[src/circular_address_generator_defines.svh]
// ----------------------------------------------------------------------------
// Circular address generator assertion macros
// Concurrent check macros, clocked on clk and held off while rst_n is low.
// ----------------------------------------------------------------------------
`ifndef CIRCULAR_ADDRESS_GENERATOR_DEFINES_SVH
`define CIRCULAR_ADDRESS_GENERATOR_DEFINES_SVH

`ifndef SYNTH
// Consequent checked in the same cycle as the antecedent
`define CAG_ASSERT_SAME(label, ante, cons) \
  label: assert property (@(posedge clk) disable iff (!rst_n) (ante) |-> (cons)) \
    else $error("cag: same-cycle check failed");
// Consequent checked in the cycle after the antecedent
`define CAG_ASSERT_NEXT(label, ante, cons) \
  label: assert property (@(posedge clk) disable iff (!rst_n) (ante) |=> (cons)) \
    else $error("cag: next-cycle check failed");
`else
`define CAG_ASSERT_SAME(label, ante, cons)
`define CAG_ASSERT_NEXT(label, ante, cons)
`endif

`endif

[src/cag_pkg.sv]
// ----------------------------------------------------------------------------
// Circular address generator package
// Field widths, operation codes and fixed constants shared by the RTL files.
// ----------------------------------------------------------------------------
package cag_pkg;

  localparam int ADDR_W     = 16;
  localparam int OP_W       = 3;
  localparam int REG_IDX_W  = 2;
  localparam int WRAP_REGS  = 4;
  localparam int CFG_IDX_W  = 2;

  // Carry-aware arithmetic width: one bit above the address
  localparam int EXT_W      = ADDR_W + 1;

  // Step limit that separates increasing from decreasing subtract steps
  localparam logic [EXT_W-1:0] NEG_LIMIT = EXT_W'(32'h0000_7FFF);

  localparam logic [ADDR_W-1:0] WRAP_RESET = '1;

  typedef enum logic [OP_W-1:0] {
    OP_INC  = 3'd0,
    OP_DEC  = 3'd1,
    OP_ADD  = 3'd2,
    OP_SUB  = 3'd3,
    OP_LOAD = 3'd4
  } op_t;

  typedef logic [ADDR_W-1:0] addr_t;

endpackage

[src/cag_in_if.sv]
// ----------------------------------------------------------------------------
// Circular address generator request channel
// Valid/ready channel carrying one address update request.
// ----------------------------------------------------------------------------
interface cag_in_if;
  logic                                valid;
  logic                                ready;
  logic [cag_pkg::OP_W-1:0]            operation;
  logic [cag_pkg::REG_IDX_W-1:0]       register_index;
  logic signed [cag_pkg::ADDR_W-1:0]   index_value;
  logic [cag_pkg::ADDR_W-1:0]          load_value;

  modport source(output valid, output operation, output register_index,
                 output index_value, output load_value, input ready);
  modport sink(input valid, input operation, input register_index,
               input index_value, input load_value, output ready);
endinterface

[src/cag_out_if.sv]
// ----------------------------------------------------------------------------
// Circular address generator result channel
// Valid/ready channel carrying one updated address.
// ----------------------------------------------------------------------------
interface cag_out_if;
  logic                          valid;
  logic                          ready;
  logic [cag_pkg::REG_IDX_W-1:0] result_register;
  logic [cag_pkg::ADDR_W-1:0]    new_address;

  modport source(output valid, output result_register, output new_address,
                 input ready);
  modport sink(input valid, input result_register, input new_address,
               output ready);
endinterface

[src/circular_address_generator.sv]
// Requests pass through a capture stage and a result stage. One transaction
// per cycle while the result side is ready; the address register read, the step
// unit and the register write-back complete as a request enters the result stage.
// Back-to-back updates of the same address register see the previous result.
// Reset (synchronous, rst_n low): address registers clear to zero, wrap sizes
// go to all ones, both pipeline stages empty.
// ----------------------------------------------------------------------------
// Circular address generator
// Modulo address unit with per-register wrap sizes and a write-only config port.
// ----------------------------------------------------------------------------
`include "circular_address_generator_defines.svh"

module circular_address_generator #(
  parameter int NUM_ADDR_REGS = 4
) (
  input  logic                             clk,
  input  logic                             rst_n,
  cag_in_if.sink                           in_ch,
  cag_out_if.source                        out_ch,
  input  logic                             cfg_we,
  input  logic [cag_pkg::CFG_IDX_W-1:0]    cfg_index,
  input  logic [cag_pkg::ADDR_W-1:0]       cfg_wdata
);

  // Capture stage
  logic                                s1_valid_r;
  logic [cag_pkg::OP_W-1:0]            s1_op_r;
  logic [cag_pkg::REG_IDX_W-1:0]       s1_idx_r;
  logic signed [cag_pkg::ADDR_W-1:0]   s1_ix_r;
  logic [cag_pkg::ADDR_W-1:0]          s1_ld_r;

  // Result stage
  logic                                out_valid_r;
  logic [cag_pkg::REG_IDX_W-1:0]       out_reg_r;
  cag_pkg::addr_t                      out_addr_r;

  cag_pkg::addr_t                      wrap_r [cag_pkg::WRAP_REGS];
  cag_pkg::addr_t                      addr_r [NUM_ADDR_REGS];

  logic                                advance;
  logic                                fire;
  logic                                idx_ok;
  logic                                load_fire;
  cag_pkg::addr_t                      cur_addr;
  cag_pkg::addr_t                      step_addr;
  cag_pkg::addr_t                      out_addr_nxt;

  assign advance      = !out_valid_r || out_ch.ready;
  assign fire         = s1_valid_r && advance;
  assign in_ch.ready  = !s1_valid_r || advance;
  assign idx_ok       = int'(s1_idx_r) < NUM_ADDR_REGS;
  assign load_fire    = fire && idx_ok && (s1_op_r == cag_pkg::OP_LOAD);

  always_comb begin
    cur_addr = '0;
    for (int i = 0; i < NUM_ADDR_REGS; i++) begin
      if (int'(s1_idx_r) == i) cur_addr = addr_r[i];
    end
  end

  cag_step u_step (
    .operation   (s1_op_r),
    .cur_addr    (cur_addr),
    .wrap_size   (wrap_r[s1_idx_r]),
    .index_value (s1_ix_r),
    .load_value  (s1_ld_r),
    .new_addr    (step_addr)
  );

  // Out-of-range register reads back as zero and updates nothing
  assign out_addr_nxt = idx_ok ? step_addr : '0;

  always_ff @(posedge clk) begin
    if (!rst_n) begin
      s1_valid_r <= 1'b0;
    end else if (in_ch.ready) begin
      s1_valid_r <= in_ch.valid;
    end
  end

  always_ff @(posedge clk) begin
    if (in_ch.valid && in_ch.ready) begin
      s1_op_r  <= in_ch.operation;
      s1_idx_r <= in_ch.register_index;
      s1_ix_r  <= in_ch.index_value;
      s1_ld_r  <= in_ch.load_value;
    end
  end

  always_ff @(posedge clk) begin
    if (!rst_n) begin
      out_valid_r <= 1'b0;
    end else if (fire) begin
      out_valid_r <= 1'b1;
    end else if (out_ch.ready) begin
      out_valid_r <= 1'b0;
    end
  end

  always_ff @(posedge clk) begin
    if (fire) begin
      out_reg_r  <= s1_idx_r;
      out_addr_r <= out_addr_nxt;
    end
  end

  always_ff @(posedge clk) begin
    if (!rst_n) begin
      for (int i = 0; i < NUM_ADDR_REGS; i++) addr_r[i] <= '0;
    end else begin
      for (int i = 0; i < NUM_ADDR_REGS; i++) begin
        if (fire && int'(s1_idx_r) == i) addr_r[i] <= step_addr;
      end
    end
  end

  always_ff @(posedge clk) begin
    if (!rst_n) begin
      for (int i = 0; i < cag_pkg::WRAP_REGS; i++) wrap_r[i] <= cag_pkg::WRAP_RESET;
    end else if (cfg_we) begin
      wrap_r[cfg_index] <= cfg_wdata;
    end
  end

  assign out_ch.valid           = out_valid_r;
  assign out_ch.result_register = out_reg_r;
  assign out_ch.new_address     = out_addr_r;

  `CAG_ASSERT_NEXT(a_s1_held, s1_valid_r && !advance, s1_valid_r)
  `CAG_ASSERT_NEXT(a_fire_to_out, fire, out_valid_r)
  `CAG_ASSERT_NEXT(a_bad_idx_zero, fire && !idx_ok, out_addr_r == '0)
  `CAG_ASSERT_NEXT(a_load_value, load_fire, out_addr_r == $past(s1_ld_r))

endmodule

[src/cag_step.sv]
// ----------------------------------------------------------------------------
// Circular address step unit
// Applies one operation to an address with modulo wrap against a buffer size.
// ----------------------------------------------------------------------------
module cag_step (
  input  logic [cag_pkg::OP_W-1:0]          operation,
  input  logic [cag_pkg::ADDR_W-1:0]        cur_addr,
  input  logic [cag_pkg::ADDR_W-1:0]        wrap_size,
  input  logic signed [cag_pkg::ADDR_W-1:0] index_value,
  input  logic [cag_pkg::ADDR_W-1:0]        load_value,
  output logic [cag_pkg::ADDR_W-1:0]        new_addr
);

  localparam int EW = cag_pkg::EXT_W;

  cag_pkg::op_t     op_e;
  logic [EW-1:0]    ar_x;
  logic [EW-1:0]    wr_x;
  logic [EW-1:0]    wr_p1;
  logic [EW-1:0]    mask;
  logic [EW-1:0]    ix_x;
  logic [EW-1:0]    nix_x;
  logic [EW-1:0]    sum_inc;
  logic [EW-1:0]    sum_dec;
  logic [EW-1:0]    sum_add;
  logic [EW-1:0]    sum_sub;
  logic [EW-1:0]    dar_add;
  logic [EW-1:0]    dar_sub;
  logic [EW-1:0]    res_x;

  // Pull back for an increasing step, push forward for a decreasing one
  function automatic logic [EW-1:0] fix_wrap(input logic [EW-1:0] s,
                                             input logic [EW-1:0] dar,
                                             input logic [EW-1:0] wr,
                                             input logic [EW-1:0] wr1,
                                             input logic          up);
    logic [EW-1:0] fwd;
    logic [EW-1:0] r;
    fwd = s + wr1;
    r   = s;
    if (up) begin
      if (dar > wr) r = s - wr1;
    end else begin
      if (((fwd ^ s) & dar) <= wr) r = fwd;
    end
    return r;
  endfunction

  assign op_e  = cag_pkg::op_t'(operation);
  assign ar_x  = {1'b0, cur_addr};
  assign wr_x  = {1'b0, wrap_size};
  assign wr_p1 = wr_x + EW'(1);
  assign mask  = {wrap_size | cag_pkg::ADDR_W'(1), 1'b0};
  assign ix_x  = {index_value[cag_pkg::ADDR_W-1], index_value};
  assign nix_x = ~ix_x;

  assign sum_inc = ar_x + EW'(1);
  assign sum_dec = ar_x + wr_x;
  assign sum_add = ar_x + ix_x;
  assign sum_sub = ar_x + nix_x + EW'(1);
  assign dar_add = (sum_add ^ ar_x ^ ix_x) & mask;
  assign dar_sub = (sum_sub ^ ar_x ^ nix_x) & mask;

  always_comb begin
    unique case (op_e)
      cag_pkg::OP_INC: begin
        res_x = ((sum_inc ^ ar_x) > mask) ? (sum_inc - wr_p1) : sum_inc;
      end
      cag_pkg::OP_DEC: begin
        res_x = (((sum_dec ^ ar_x) & mask) > wr_x) ? (sum_dec - wr_p1) : sum_dec;
      end
      cag_pkg::OP_ADD: begin
        res_x = fix_wrap(sum_add, dar_add, wr_x, wr_p1,
                         !index_value[cag_pkg::ADDR_W-1]);
      end
      cag_pkg::OP_SUB: begin
        // the most negative index counts as a decreasing step
        res_x = fix_wrap(sum_sub, dar_sub, wr_x, wr_p1,
                         nix_x < cag_pkg::NEG_LIMIT);
      end
      cag_pkg::OP_LOAD: begin
        res_x = {1'b0, load_value};
      end
      default: begin
        res_x = ar_x;
      end
    endcase
  end

  assign new_addr = res_x[cag_pkg::ADDR_W-1:0];

endmodule

[src/flat_wrapper.sv]
// flat-port wrapper written by rule: the top's interface ports become plain ports
module circular_address_generator_flat 
#(
  parameter int NUM_ADDR_REGS = 4
)
  (clk, rst_n, cfg_we, cfg_index, cfg_wdata, in_ch_valid, in_ch_operation, in_ch_register_index, in_ch_index_value, in_ch_load_value, in_ch_ready, out_ch_valid, out_ch_result_register, out_ch_new_address, out_ch_ready);
  cag_in_if in_ch_i ();
  cag_out_if out_ch_i ();
  input  logic clk;
  input  logic rst_n;
  input  logic cfg_we;
  input  logic [cag_pkg::CFG_IDX_W-1:0] cfg_index;
  input  logic [cag_pkg::ADDR_W-1:0] cfg_wdata;
  input wire logic [$bits(in_ch_i.valid)-1:0] in_ch_valid;
  input wire logic [$bits(in_ch_i.operation)-1:0] in_ch_operation;
  input wire logic [$bits(in_ch_i.register_index)-1:0] in_ch_register_index;
  input wire logic [$bits(in_ch_i.index_value)-1:0] in_ch_index_value;
  input wire logic [$bits(in_ch_i.load_value)-1:0] in_ch_load_value;
  output wire logic [$bits(in_ch_i.ready)-1:0] in_ch_ready;
  output wire logic [$bits(out_ch_i.valid)-1:0] out_ch_valid;
  output wire logic [$bits(out_ch_i.result_register)-1:0] out_ch_result_register;
  output wire logic [$bits(out_ch_i.new_address)-1:0] out_ch_new_address;
  input wire logic [$bits(out_ch_i.ready)-1:0] out_ch_ready;
  assign in_ch_i.valid = in_ch_valid;
  assign in_ch_i.operation = in_ch_operation;
  assign in_ch_i.register_index = in_ch_register_index;
  assign in_ch_i.index_value = in_ch_index_value;
  assign in_ch_i.load_value = in_ch_load_value;
  assign in_ch_ready = in_ch_i.ready;
  assign out_ch_valid = out_ch_i.valid;
  assign out_ch_result_register = out_ch_i.result_register;
  assign out_ch_new_address = out_ch_i.new_address;
  assign out_ch_i.ready = out_ch_ready;
  circular_address_generator #(.NUM_ADDR_REGS(NUM_ADDR_REGS)) u_core (.clk(clk), .rst_n(rst_n), .in_ch(in_ch_i), .out_ch(out_ch_i), .cfg_we(cfg_we), .cfg_index(cfg_index), .cfg_wdata(cfg_wdata));
endmodule
[config.mk]
export PLATFORM = sky130hd
export DESIGN_NAME = circular_address_generator_flat
export DESIGN_NICKNAME = d
export VERILOG_FILES = /design/src/cag_pkg.sv /design/src/cag_in_if.sv /design/src/cag_out_if.sv /design/src/circular_address_generator.sv /design/src/cag_step.sv /design/src/flat_wrapper.sv
export VERILOG_INCLUDE_DIRS = /design/src /design/src/src
export SDC_FILE = /design/constraint.sdc
export NUM_CORES = 1
export LEC_CHECK = 0
export BUFFER_PORTS_ARGS = -buffer_cell sky130_fd_sc_hd__buf_2
export CAP_MARGIN = 15
export CORE_UTILIZATION = 55
export DETAILED_ROUTE_END_ITERATION = 7
export MAX_ROUTING_LAYER = met4
export PLACE_DENSITY_LB_ADDON = 0.05
export SYNTH_ARGS = -nofsm -noshare
export SYNTH_HDL_FRONTEND = slang
export SYNTH_SLANG_ARGS = --single-unit
[constraint.sdc]
create_clock -name clk -period 11.2 [get_ports clk]
set_input_delay 1.12 -clock clk [delete_from_list [all_inputs] [get_ports clk]]
set_output_delay 1.12 -clock clk [all_outputs]
set_load 0.01 [all_outputs]
==> results by group, run 1 <==
Outcome
  • Outcome: finished, violations left
  • Failing checks: design-rule violations

CTS
  • Clock-pin transition on the worst setup and hold timing paths: 0.08 ns
  • CTS tree: yes
  • Setup Fix Bufs, Post-CTS: 0
  • Post-CTS Resized: 0
  • Number of H-tree levels: 4
  • CTS sink cnt: 187
  • CTS root buf: clkbuf_16
  • CTS buffer count: 17
  • Max Buffers Root-to-Sink: 2
  • Clk_lat worst skew: 0.46 ns
  • Hold buffers post-CTS: 0

Layout
  • Fin cells: 2709
  • Commonest cells after routing, fill and taps aside: ha_1, nor2_1, edfxtp_1, xnor2_1, a21oi_1
  • Final Net Count: 2532
  • Most common cell after layout, fill and taps aside: ha_1
  • Final instance area: 0.0214 mm²
  • Fillers: 3163
  • Share of cells above drive strength 1: 0.124
  • Antenna Cells: 0
  • Area added between synthesis and finish: 7.10%

Worst setup path
  • Max incr delay on CP: 0.88 ns
  • Crit path max fanout: 15
  • Critical Path AT: 10.24 ns
  • Critical Path Start Type: flip-flop
  • Worst setup EP type: flip-flop
  • Slowest-stage cell, CP: edfxtp_1
  • WS Path Type: reg2reg
  • Worst EP required: 11.37 ns

Detailed routing
  • Final wirelength: 74200 µm
  • First-pass detailed-route iteration total: 8
  • Initial DRC Count: 1881
  • DRC: 2
  • Via Count: 18100
  • Vias per inst: 6.68
  • Antenna-violating nets left: 0
  • Drt wl/cell: 27.4 µm

Place
  • Placed insts: 2677
  • Port Buffer Count: 79
  • Gp weighted congestion: 1.09
  • Post-DP Area: 0.0207 mm²
  • Place WS: 1.53 ns
  • DPL Wire Length: 59200 µm

Global routing
  • Initial antenna violation count: 2
  • Largest net degree at the start of global routing: 38
  • Gr usage total: 0.415
  • Number of global-route vias before repair: 16800
  • First-pass GRT wire length: 108000 µm
  • Grt ovf: 0

Synthesis
  • Seq/Total Area, Yosys: 0.280
  • Post-synth top area share: 0.276
  • Synth unique cells: 101
  • Number of enable flip-flop cells after synthesis: 183
  • Post-Syn Nets: 2498
  • Synth Cell Area: 0.0199 mm²
  • Synth Instances: 2201
  • YS warnings: 0
  • Syn_area_per_cell: 9.06 µm²
  • Synth area leader: edfxtp_1
  • Flop and latch count out of synthesis: 187
  • Most common flop cell mapped by yosys: edfxtp_1
  • Largest cells by area after synthesis: edfxtp_1, ha_1, xnor2_1, nor2_1, mux4_2
  • Ys async rst share: 0

Die
  • Die footprint: 0.0370 mm²
  • Die Wd: 192 µm
  • Ports: 80
  • Row Count: 69
  • DIE HEIGHT: 192 µm
  • Initial Util: 0.559
  • Core box area: 0.0357 mm²

STA
  • Final worst slack: 1.13 ns
  • Slew Viols, Final: 0
  • Fin crit share: 0.899
  • Unrepaired setup endpoints after global routing: no
  • Slew @ Worst Pin: 1.19 ns
  • Final Hold Viols: 0
  • Fin Hold WS: 0.581 ns
  • Setup_tns: 0 ns
  • Final setup fails: 0
  • Peak Freq: 99.3 MHz
  • Min cycle time layout: 10.07 ns
  • Slew headroom: 0.201
  • Final Skew: 0.0198 ns

Pwr
  • Clock network power share: 0.139
  • P_leak: 8.86 nW
  • Internal power: 2.23 mW
  • Sw Ratio: 0.502
  • Combinational Power Share: 0.673
  • PD cells: 210 mW/mm²
  • Share of power burned in registers: 0.188
  • Psw: 2.25 mW
  • Worst VDD drop: 0.152 mV

Job
  • Max Cap Viol: 0

Hold path
  • Hold crit path type: reg2reg
[metal layers]
metal | up-vias | share of wire | global-route usage | wire length (µm)
met2 | 1078 | 0.43 | 0.599 | 31500
met4 | 0 | 0.077 | 0.283 | 5710
met1 | 8572 | 0.41 | 0.538 | 30500
li1 | 8197 | - | - | -
met5 | - | 0 | - | 0
met3 | 249 | 0.086 | 0.0596 | 6400
[flip-flops by register name (all words and copies together) (netlist names), named ones only]
signal / cells
u_core.addr_r: 64
u_core.out_ch.new_address: 16
u_core.out_ch.result_register: 2
u_core.out_ch.valid: 1
u_core.s1_idx_r: 2
u_core.s1_ix_r: 16
u_core.s1_ld_r: 16
u_core.s1_op_r: 3
u_core.s1_valid_r: 1
u_core.wrap_r: 64
[per-stage QoR]
step	utilization	power, mW
after floorplan	-	2.91
after global placement	0.581	3.72
after detailed placement	0.581	3.74
after CTS	0.599	4.38
after global routing	0.599	4.71
final	0.599	4.48
[path summary, 6_finish.rpt]
check                          start                   end  slack, ns  cells past startpoint
setup / recovery  u_core.s1_idx_r[0]  u_core.addr_r[0][28]       1.13                     27
setup reg to reg  u_core.s1_idx_r[0]  u_core.addr_r[0][28]       1.13                     27
hold / removal     u_core.s1_valid_r   u_core.out_ch.valid       0.58                      1
hold reg to reg    u_core.s1_valid_r   u_core.out_ch.valid       0.58                      1
[power groups by stage]
stage	Combinational, mW	Clock [mW]	Sequential, mW
floorplan	2.06	0	0.850
finish	3.02	0.625	0.842
global placement	2.86	0	0.855
CTS	2.91	0.630	0.842
global route	3.21	0.654	0.846
detailed placement	2.89	0	0.857
[cell type report]
cell class,instances,area (µm²),area share
Multi-Input combinational cell,1791,13500,0.632
Tap cell,461,577,0.0270
Clock inverter,15,199,0.00932
Timing Repair Buffer,105,591,0.0277
Clock buffer,17,425,0.0199
Inverter,133,499,0.0234
Sequential cell,187,5580,0.261
[cells by family (layout without fill, tap and decap cells)]
group           after synthesis  in the layout  share of synthesized area
simple gates                734            734                      0.191
compound gates              535            535                      0.182
fa+ha+maj                   237            237                      0.152
buf+inv                     223            270                     0.0446
xor+xnor                    201            201                     0.0887
flops                       187            187                      0.280
mux                          84             84                     0.0616
[Yosys cell counts, types with 10 or more instances]
cell / n
a211oi_1: 29
a21o_1: 35
a21oi_1: 129
a31oi_1: 22
and2_1: 39
and3_1: 30
buf_2: 15
clkbuf_1: 66
edfxtp_1: 183
ha_1: 229
inv_1: 129
mux2_2: 10
mux2i_1: 42
mux4_2: 29
nand2_1: 109
nand2b_1: 37
nand3_1: 41
nand4_1: 23
nor2_1: 210
nor2b_1: 32
nor3_1: 59
nor4_1: 14
o211ai_1: 26
o21a_1: 32
o21ai_0: 94
o21bai_1: 17
o221ai_1: 13
o22ai_1: 12
o31a_1: 10
o31ai_1: 15
or2_2: 66
or3_1: 26
xnor2_1: 148
xor2_1: 52
[worst max-delay path, delay by kind of cell, from the launching register on]
family                   cells  cell delay [ns]
AO/OA/AOI/OAI               10             3.48
multiplexers                 1             0.76
XOR/XNOR                     3             0.87
flip-flops                   1             0.88
AND/OR/NAND/NOR             10             2.63
adder cells (fa/ha/maj)      3             1.14
Power figures use the tool's default switching activity.
==> inputs of run 2 (changes only) <==
--- a/config.mk
+++ b/config.mk
@@ -6,6 +6,7 @@
 export SDC_FILE = /design/constraint.sdc
 export NUM_CORES = 1
 export LEC_CHECK = 0
+export ABC_AREA = 1
 export BUFFER_PORTS_ARGS = -buffer_cell sky130_fd_sc_hd__buf_2
 export CAP_MARGIN = 15
 export CORE_UTILIZATION = 55
==> results by group, run 2 <==
Outcome
  • Outcome: finished, final reports clean

Pwr
  • Overall power: 4.51 mW (+0.63%)
  • Sw Ratio: 0.541 (+0.0388)
  • Psw: 2.44 mW (+8.4%)
  • Worst VDD drop: 0.143 mV (-5.9%)
  • PD cells: 205 mW/mm² (-2.5%)
  • Internal power: 2.07 mW (-7.2%)
  • Clock network power share: 0.135 (-0.004)
  • P_leak: 10.8 nW (+22%)
  • Share of power burned in registers: 0.187 (about the same)
  • Combinational Power Share: 0.678 (+0.005)

STA
  • Final worst slack: 1.69 ns (+0.553 ns)
  • Fin Hold WS: 0.527 ns (-0.0546 ns)
  • Final Hold Viols: 0 (unchanged)
  • Unrepaired setup endpoints after global routing: no
  • Slew Viols, Final: 0 (unchanged)
  • Slew @ Worst Pin: 1.07 ns (-0.120 ns)
  • Peak Freq: 105 MHz (+5.8%)
  • Slew headroom: 0.285 (+0.0845)
  • Final setup fails: 0 (unchanged)
  • Fin crit share: 0.849 (-0.0494)
  • Setup_tns: 0 ns (unchanged)
  • Final Skew: 0.0185 ns (-0.00130 ns)
  • Min cycle time layout: 9.51 ns (-0.553 ns)

Global routing
  • Gr usage total: 0.439 (+0.0237)
  • First-pass GRT wire length: 120000 µm (+11%)
  • Initial antenna violation count: 1 (-1)
  • Number of global-route vias before repair: 19500 (+16%)
  • Largest net degree at the start of global routing: 42 (+11%)
  • Grt ovf: 0 (unchanged)

Hold path
  • Hold crit path type: reg2reg
  • Hold_sp: u_core.out_ch.valid

Layout
  • Final core utilization: 0.600 (+0.00147)
  • Final instance area: 0.0220 mm² (+3.2%)
  • Seq. cell area: 0.00558 mm² (unchanged)
  • Fin cells: 3409 (+26%)
  • Fillers: 3391 (+7.2%)
  • Multi-input gate area: 0.0130 mm² (-3.5%)
  • Final Net Count: 3224 (+27%)
  • Area added between synthesis and finish: 7.38%
  • Commonest cells after routing, fill and taps aside: nand2_1, inv_1, a21oi_1, ha_1, nand3_1
  • Most common cell after layout, fill and taps aside: nand2_1
  • Share of cells above drive strength 1: 0.0901 (-0.0335)
  • Top flop regs: u_core.addr_r (64), u_core.wrap_r (64)

Detailed routing
  • Initial DRC Count: 2340 (+24%)
  • Final wirelength: 80800 µm (+9.0%)
  • Antenna-violating nets left: 0 (unchanged)
  • Via Count: 20900 (+15%)
  • Drt wl/cell: 23.7 µm (-13%)
  • Vias per inst: 6.12 (-8.4%)
  • DRC: 0 (-2)
  • First-pass detailed-route iteration total: 8 (unchanged)

Die
  • Die Wd: 195 µm (+1.4%)
  • Initial Util: 0.559 (about the same)
  • Row Count: 70 (+1.4%)
  • Die footprint: 0.0381 mm² (+2.9%)
  • DIE HEIGHT: 195 µm (+1.4%)
  • Ports: 80 (unchanged)
  • Core box area: 0.0367 mm² (+2.9%)

CTS
  • Number of H-tree levels: 4 (unchanged)
  • Clock-pin transition on the worst setup and hold timing paths: 0.08 ns (about the same)
  • Clk_lat worst skew: 0.46 ns (about the same)
  • Max Buffers Root-to-Sink: 2 (unchanged)
  • CTS root buf: clkbuf_16
  • Setup Fix Bufs, Post-CTS: 0 (unchanged)
  • CTS buffer count: 17 (unchanged)
  • Hold buffers post-CTS: 0 (unchanged)
  • CTS tree: yes
  • Post-CTS Resized: 0 (unchanged)
  • CTS sink cnt: 187 (unchanged)

Synthesis
  • Flop and latch count out of synthesis: 187 (unchanged)
  • Largest cells by area after synthesis: edfxtp_1, ha_1, nand2_1, inv_1, xor2_1
  • Synth unique cells: 63 (-38%)
  • Synth area leader: edfxtp_1
  • Seq/Total Area, Yosys: 0.272 (-0.00789)
  • YS warnings: 0 (unchanged)
  • Synth Instances: 2861 (+30%)
  • Syn_area_per_cell: 7.17 µm² (-21%)
  • Ys async rst share: 0 (unchanged)
  • Count leader, synth: nand2_1
  • Post-Syn Nets: 3158 (+26%)
  • Post-synth top area share: 0.268 (-0.00778)
  • Most common flop cell mapped by yosys: edfxtp_1
  • Most frequent cells after synthesis: nand2_1, inv_1, a21oi_1
  • Synth Cell Area: 0.0205 mm² (+2.9%)
  • Number of enable flip-flop cells after synthesis: 183 (unchanged)

Worst setup path
  • Critical Path AT: 9.69 ns (-0.55 ns)
  • R2R Path Start: u_core.s1_idx_r[0]
  • Worst EP required: 11.38 ns (about the same)
  • Worst setup EP type: flip-flop
  • WS Path Type: reg2reg
  • Critical Path Start Type: flip-flop
  • Crit path max fanout: 21 (+6)
  • Crit path top cell by count: nand2_1
  • Critical path startpoint: u_core.s1_idx_r[0]
  • Slowest-stage cell, CP: edfxtp_1
  • Max incr delay on CP: 0.81 ns (-0.07 ns)

Place
  • Gp weighted congestion: 1.10 (+1.4%)
  • Port Buffer Count: 79 (unchanged)
  • Post-DP Area: 0.0214 mm² (+3.4%)
  • Place WS: 2.02 ns (+0.490 ns)
  • DPL Wire Length: 64800 µm (+9.4%)
  • Placed insts: 3374 (+26%)

Job
  • Max Cap Viol: 0 (unchanged)
## run 2: cell types whose count changed after synthesis, sizes merged, moves of 94 or more
cell / before / now
xnor2: 149 / 27
nand3: 43 / 236
xor2: 52 / 146
inv: 131 / 401
a21oi: 130 / 244
nand2: 109 / 716
## run 2: layout make-up
type	instances	share of cell area
multi-input combinational	2191	0.591
sequential	187	0.253
inverter	405	0.0692
timing repair buffer	125	0.0338
tap	468	0.0266
clock buffer	19	0.0196
clock inverter	13	0.00653
antenna	1	0.000114
## run 2: final timing paths
path / depth (start not counted) / to / slack, ns
max: 40 / u_core.addr_r[0][8] / 1.69
min: 2 / u_core.out_ch.valid / 0.53
max reg2reg: 40 / u_core.addr_r[0][8] / 1.69
min reg2reg: 2 / u_core.out_ch.valid / 0.53
## run 2: critical path, delay by kind of cell, from the launching register on
| family | cells | cell delay [ns] |
|---|---|---|
| AOI/OAI and AO/OA | 9 | 1.61 |
| DFF | 1 | 0.81 |
| xor gates and xnor gates | 3 | 0.96 |
| and+or+nand+nor | 20 | 3.66 |
| buffers and inverters | 4 | 0.64 |
| adders and majority gates | 4 | 1.53 |
## run 2: cell families after synthesis
logic type / Yosys count / synth area share
and+or+nand+nor: 1291 / 0.275
AOI/OAI and AO/OA: 490 / 0.137
buffers and inverters: 483 / 0.0946
adders and majority gates: 237 / 0.147
DFF: 187 / 0.272
xor gates and xnor gates: 173 / 0.0738
## run 2: metal layers
metal | vias up | track usage | wire, µm | part of all wire
met3 | 257 | 0.0767 | 8840 | 0.11
met5 | - | - | 0 | 0
li1 | 9676 | - | - | -
met4 | 0 | 0.247 | 5230 | 0.065
met2 | 1256 | 0.671 | 35900 | 0.44
met1 | 9675 | 0.550 | 30900 | 0.38
## run 2: power by group through the flow
stage | registers [mW] | clock network (mW) | logic (mW)
final | 0.844 | 0.607 | 3.06
after global routing | 0.847 | 0.631 | 3.31
after CTS | 0.843 | 0.613 | 2.95
after detailed placement | 0.858 | 0 | 2.92
after global placement | 0.857 | 0 | 2.89
after floorplan | 0.849 | 0 | 2.05
==> inputs of run 3 (changes only) <==
==> constraint.sdc (replaced) <==
create_clock -name clk -period 9.6 [get_ports clk]
set_input_delay 0.96 -clock clk [delete_from_list [all_inputs] [get_ports clk]]
set_output_delay 0.96 -clock clk [all_outputs]
set_load 0.01 [all_outputs]
==> results by group, run 3 (synthesized netlist as in run 2, its figures left out) <==
Worst setup path
  • Worst setup EP type: flip-flop
  • Worst EP required: 9.78 ns (-1.60 ns)
  • Critical Path Start Type: flip-flop
  • Crit path top cell by count: nand2_1
  • Crit path max fanout: 21 (unchanged)
  • Slowest-stage cell, CP: edfxtp_1
  • Max incr delay on CP: 0.67 ns (-0.14 ns)
  • Cell family with the largest share of critical-path delay: simple AND/OR/NAND/NOR gates
  • Worst path bufs/invs: 5 (+1)
  • Critical Path AT: 9.04 ns (-0.65 ns)
  • WS Path Type: reg2reg

CTS
  • Clock-pin transition on the worst setup and hold timing paths: 0.08 ns (about the same)
  • Max Buffers Root-to-Sink: 2 (unchanged)
  • Hold buffers post-CTS: 0 (unchanged)
  • CTS tree: yes
  • Clk_lat worst skew: 0.46 ns (about the same)
  • Number of H-tree levels: 4 (unchanged)
  • CTS root buf: clkbuf_16
  • CTS buffer count: 17 (unchanged)
  • CTS sink cnt: 187 (unchanged)

Place
  • Place WS: 0.602 ns (-1.42 ns)
  • Gp weighted congestion: 1.11 (+0.33%)
  • Port Buffer Count: 79 (unchanged)
  • Post-DP Area: 0.0215 mm² (+0.42%)
  • DPL Wire Length: 64700 µm (about the same)

Global routing
  • Gr usage total: 0.431 (-0.00803)
  • Initial antenna violation count: 1 (unchanged)
  • Largest net degree at the start of global routing: 42 (unchanged)
  • Number of global-route vias before repair: 19500 (+0.16%)
  • Grt ovf: 0 (unchanged)
  • First-pass GRT wire length: 119000 µm (-1.3%)

Die
  • Initial Util: 0.559 (unchanged)
  • Ports: 80 (unchanged)
  • Row Count: 70 (unchanged)
  • Die Wd: 195 µm (unchanged)
  • Core box area: 0.0367 mm² (unchanged)
  • Die footprint: 0.0381 mm² (unchanged)
  • DIE HEIGHT: 195 µm (unchanged)

STA
  • Final worst slack: 0.744 ns (-0.942 ns)
  • Slew @ Worst Pin: 1.03 ns (-0.0439 ns)
  • Unrepaired setup endpoints after global routing: no
  • Min cycle time layout: 8.86 ns (-0.658 ns)
  • Setup_tns: 0 ns (unchanged)
  • Final setup fails: 0 (unchanged)
  • Slew Viols, Final: 0 (unchanged)
  • Final Skew: 0.0151 ns (-0.00343 ns)
  • Final Hold Viols: 0 (unchanged)
  • Slew headroom: 0.315 (+0.0294)
  • Fin crit share: 0.923 (+0.0731)
  • Fin Hold WS: 0.525 ns (-0.00193 ns)
  • Peak Freq: 113 MHz (+7.4%)

Detailed routing
  • Drt wl/cell: 23.4 µm (-1.4%)
  • Final wirelength: 80000 µm (-1.0%)
  • Initial DRC Count: 2464 (+5.3%)
  • Vias per inst: 6.09 (-0.49%)
  • Via Count: 20800 (-0.12%)
  • Antenna-violating nets left: 0 (unchanged)
  • DRC: 0 (unchanged)
  • First-pass detailed-route iteration total: 8 (unchanged)

Layout
  • Share of cells above drive strength 1: 0.0948 (+0.00468)
  • Final instance area: 0.0221 mm² (+0.47%)
  • Commonest cells after routing, fill and taps aside: nand2_1, inv_1, a21oi_1, ha_1, nand3_1
  • Most common cell after layout, fill and taps aside: nand2_1
  • Area added between synthesis and finish: 7.89%
  • Fillers: 3426 (+1.0%)
  • Final Net Count: 3238 (+0.43%)
  • Top flop regs: u_core.addr_r (64), u_core.wrap_r (64)

Outcome
  • Outcome: finished, final reports clean

Pwr
  • P_leak: 10.9 nW (+0.56%)
  • PD cells: 238 mW/mm² (+16%)
  • Overall power: 5.28 mW (+17%)
  • Worst VDD drop: 0.210 mV (+47%)

Hold path
  • Hold crit path type: reg2reg

Job
  • Max Cap Viol: 0 (unchanged)
## run 3: cell count changes in the layout (fill, tap and decap cells not counted), sizes merged
cell,previous run,this run
buf,125,139
clkinvlp,0,1
inv,410,408
clkbuf,19,17
clkinv,8,10
## run 3: worst reg2reg max path, delay by kind of cell (launching register included)
| family | cells | cell delay (ns) |
|---|---|---|
| AND/OR/NAND/NOR | 24 | 3.77 |
| buffers and inverters | 5 | 0.88 |
| flip-flops | 1 | 0.67 |
| AO/OA/AOI/OAI | 10 | 1.58 |
| adder cells (fa/ha/maj) | 4 | 1.44 |
| XOR/XNOR | 1 | 0.24 |
## run 3: final cells by class
class,count,area [µm²],area share
multi-input combinational,2191,13000,0.589
tap,468,586,0.0265
timing repair buffer,139,862,0.0389
inverter,405,1530,0.0689
clock buffer,17,425,0.0192
sequential,187,5580,0.252
antenna,1,2.50,0.000113
clock inverter,14,128,0.00576
## run 3: path summary, 6_finish.rpt
kind | start | to | slack (ns) | depth (start not counted)
setup / recovery | u_core.s1_idx_r[1] | u_core.addr_r[0][24] | 0.74 | 44
setup reg to reg | u_core.s1_idx_r[1] | u_core.addr_r[0][24] | 0.74 | 44
hold reg to reg | u_core.out_ch.valid | u_core.out_ch.valid | 0.52 | 2
hold / removal | u_core.out_ch.valid | u_core.out_ch.valid | 0.52 | 2
## run 3: per-stage QoR
| stage | instances | util |
|---|---|---|
| 2_1_floorplan | 2861 | - |
| 3_3_place_gp | 3386 | 0.587 |
| 3_5_place_dp | 3386 | 0.587 |
| 4_1_cts | 3417 | 0.602 |
| 5_1_grt | 3422 | 0.603 |
| 6_report | 3422 | 0.603 |
## run 3: power by group
| part | leakage, nW | internal (mW) | switching [mW] |
|---|---|---|---|
| clock | 0.271 | 0.340 | 0.343 |
| sequential | 1.86 | 0.956 | 0.0258 |
| combinational | 8.74 | 1.14 | 2.47 |
| total | 10.9 | 2.43 | 2.84 |
## run 3: timing repair
item,4_1_cts,5_1_grt
resized for setup,0,2
setup buffers,0,3
setup endpoints to repair,0,68
## run 3: metal layers
metal,GRT usage,vias to the layer above,share of wire
met5,-,-,0
met4,0.278,0,0.076
met3,0.0710,262,0.10
met2,0.660,1253,0.44
met1,0.528,9610,0.38
li1,-,9715,-
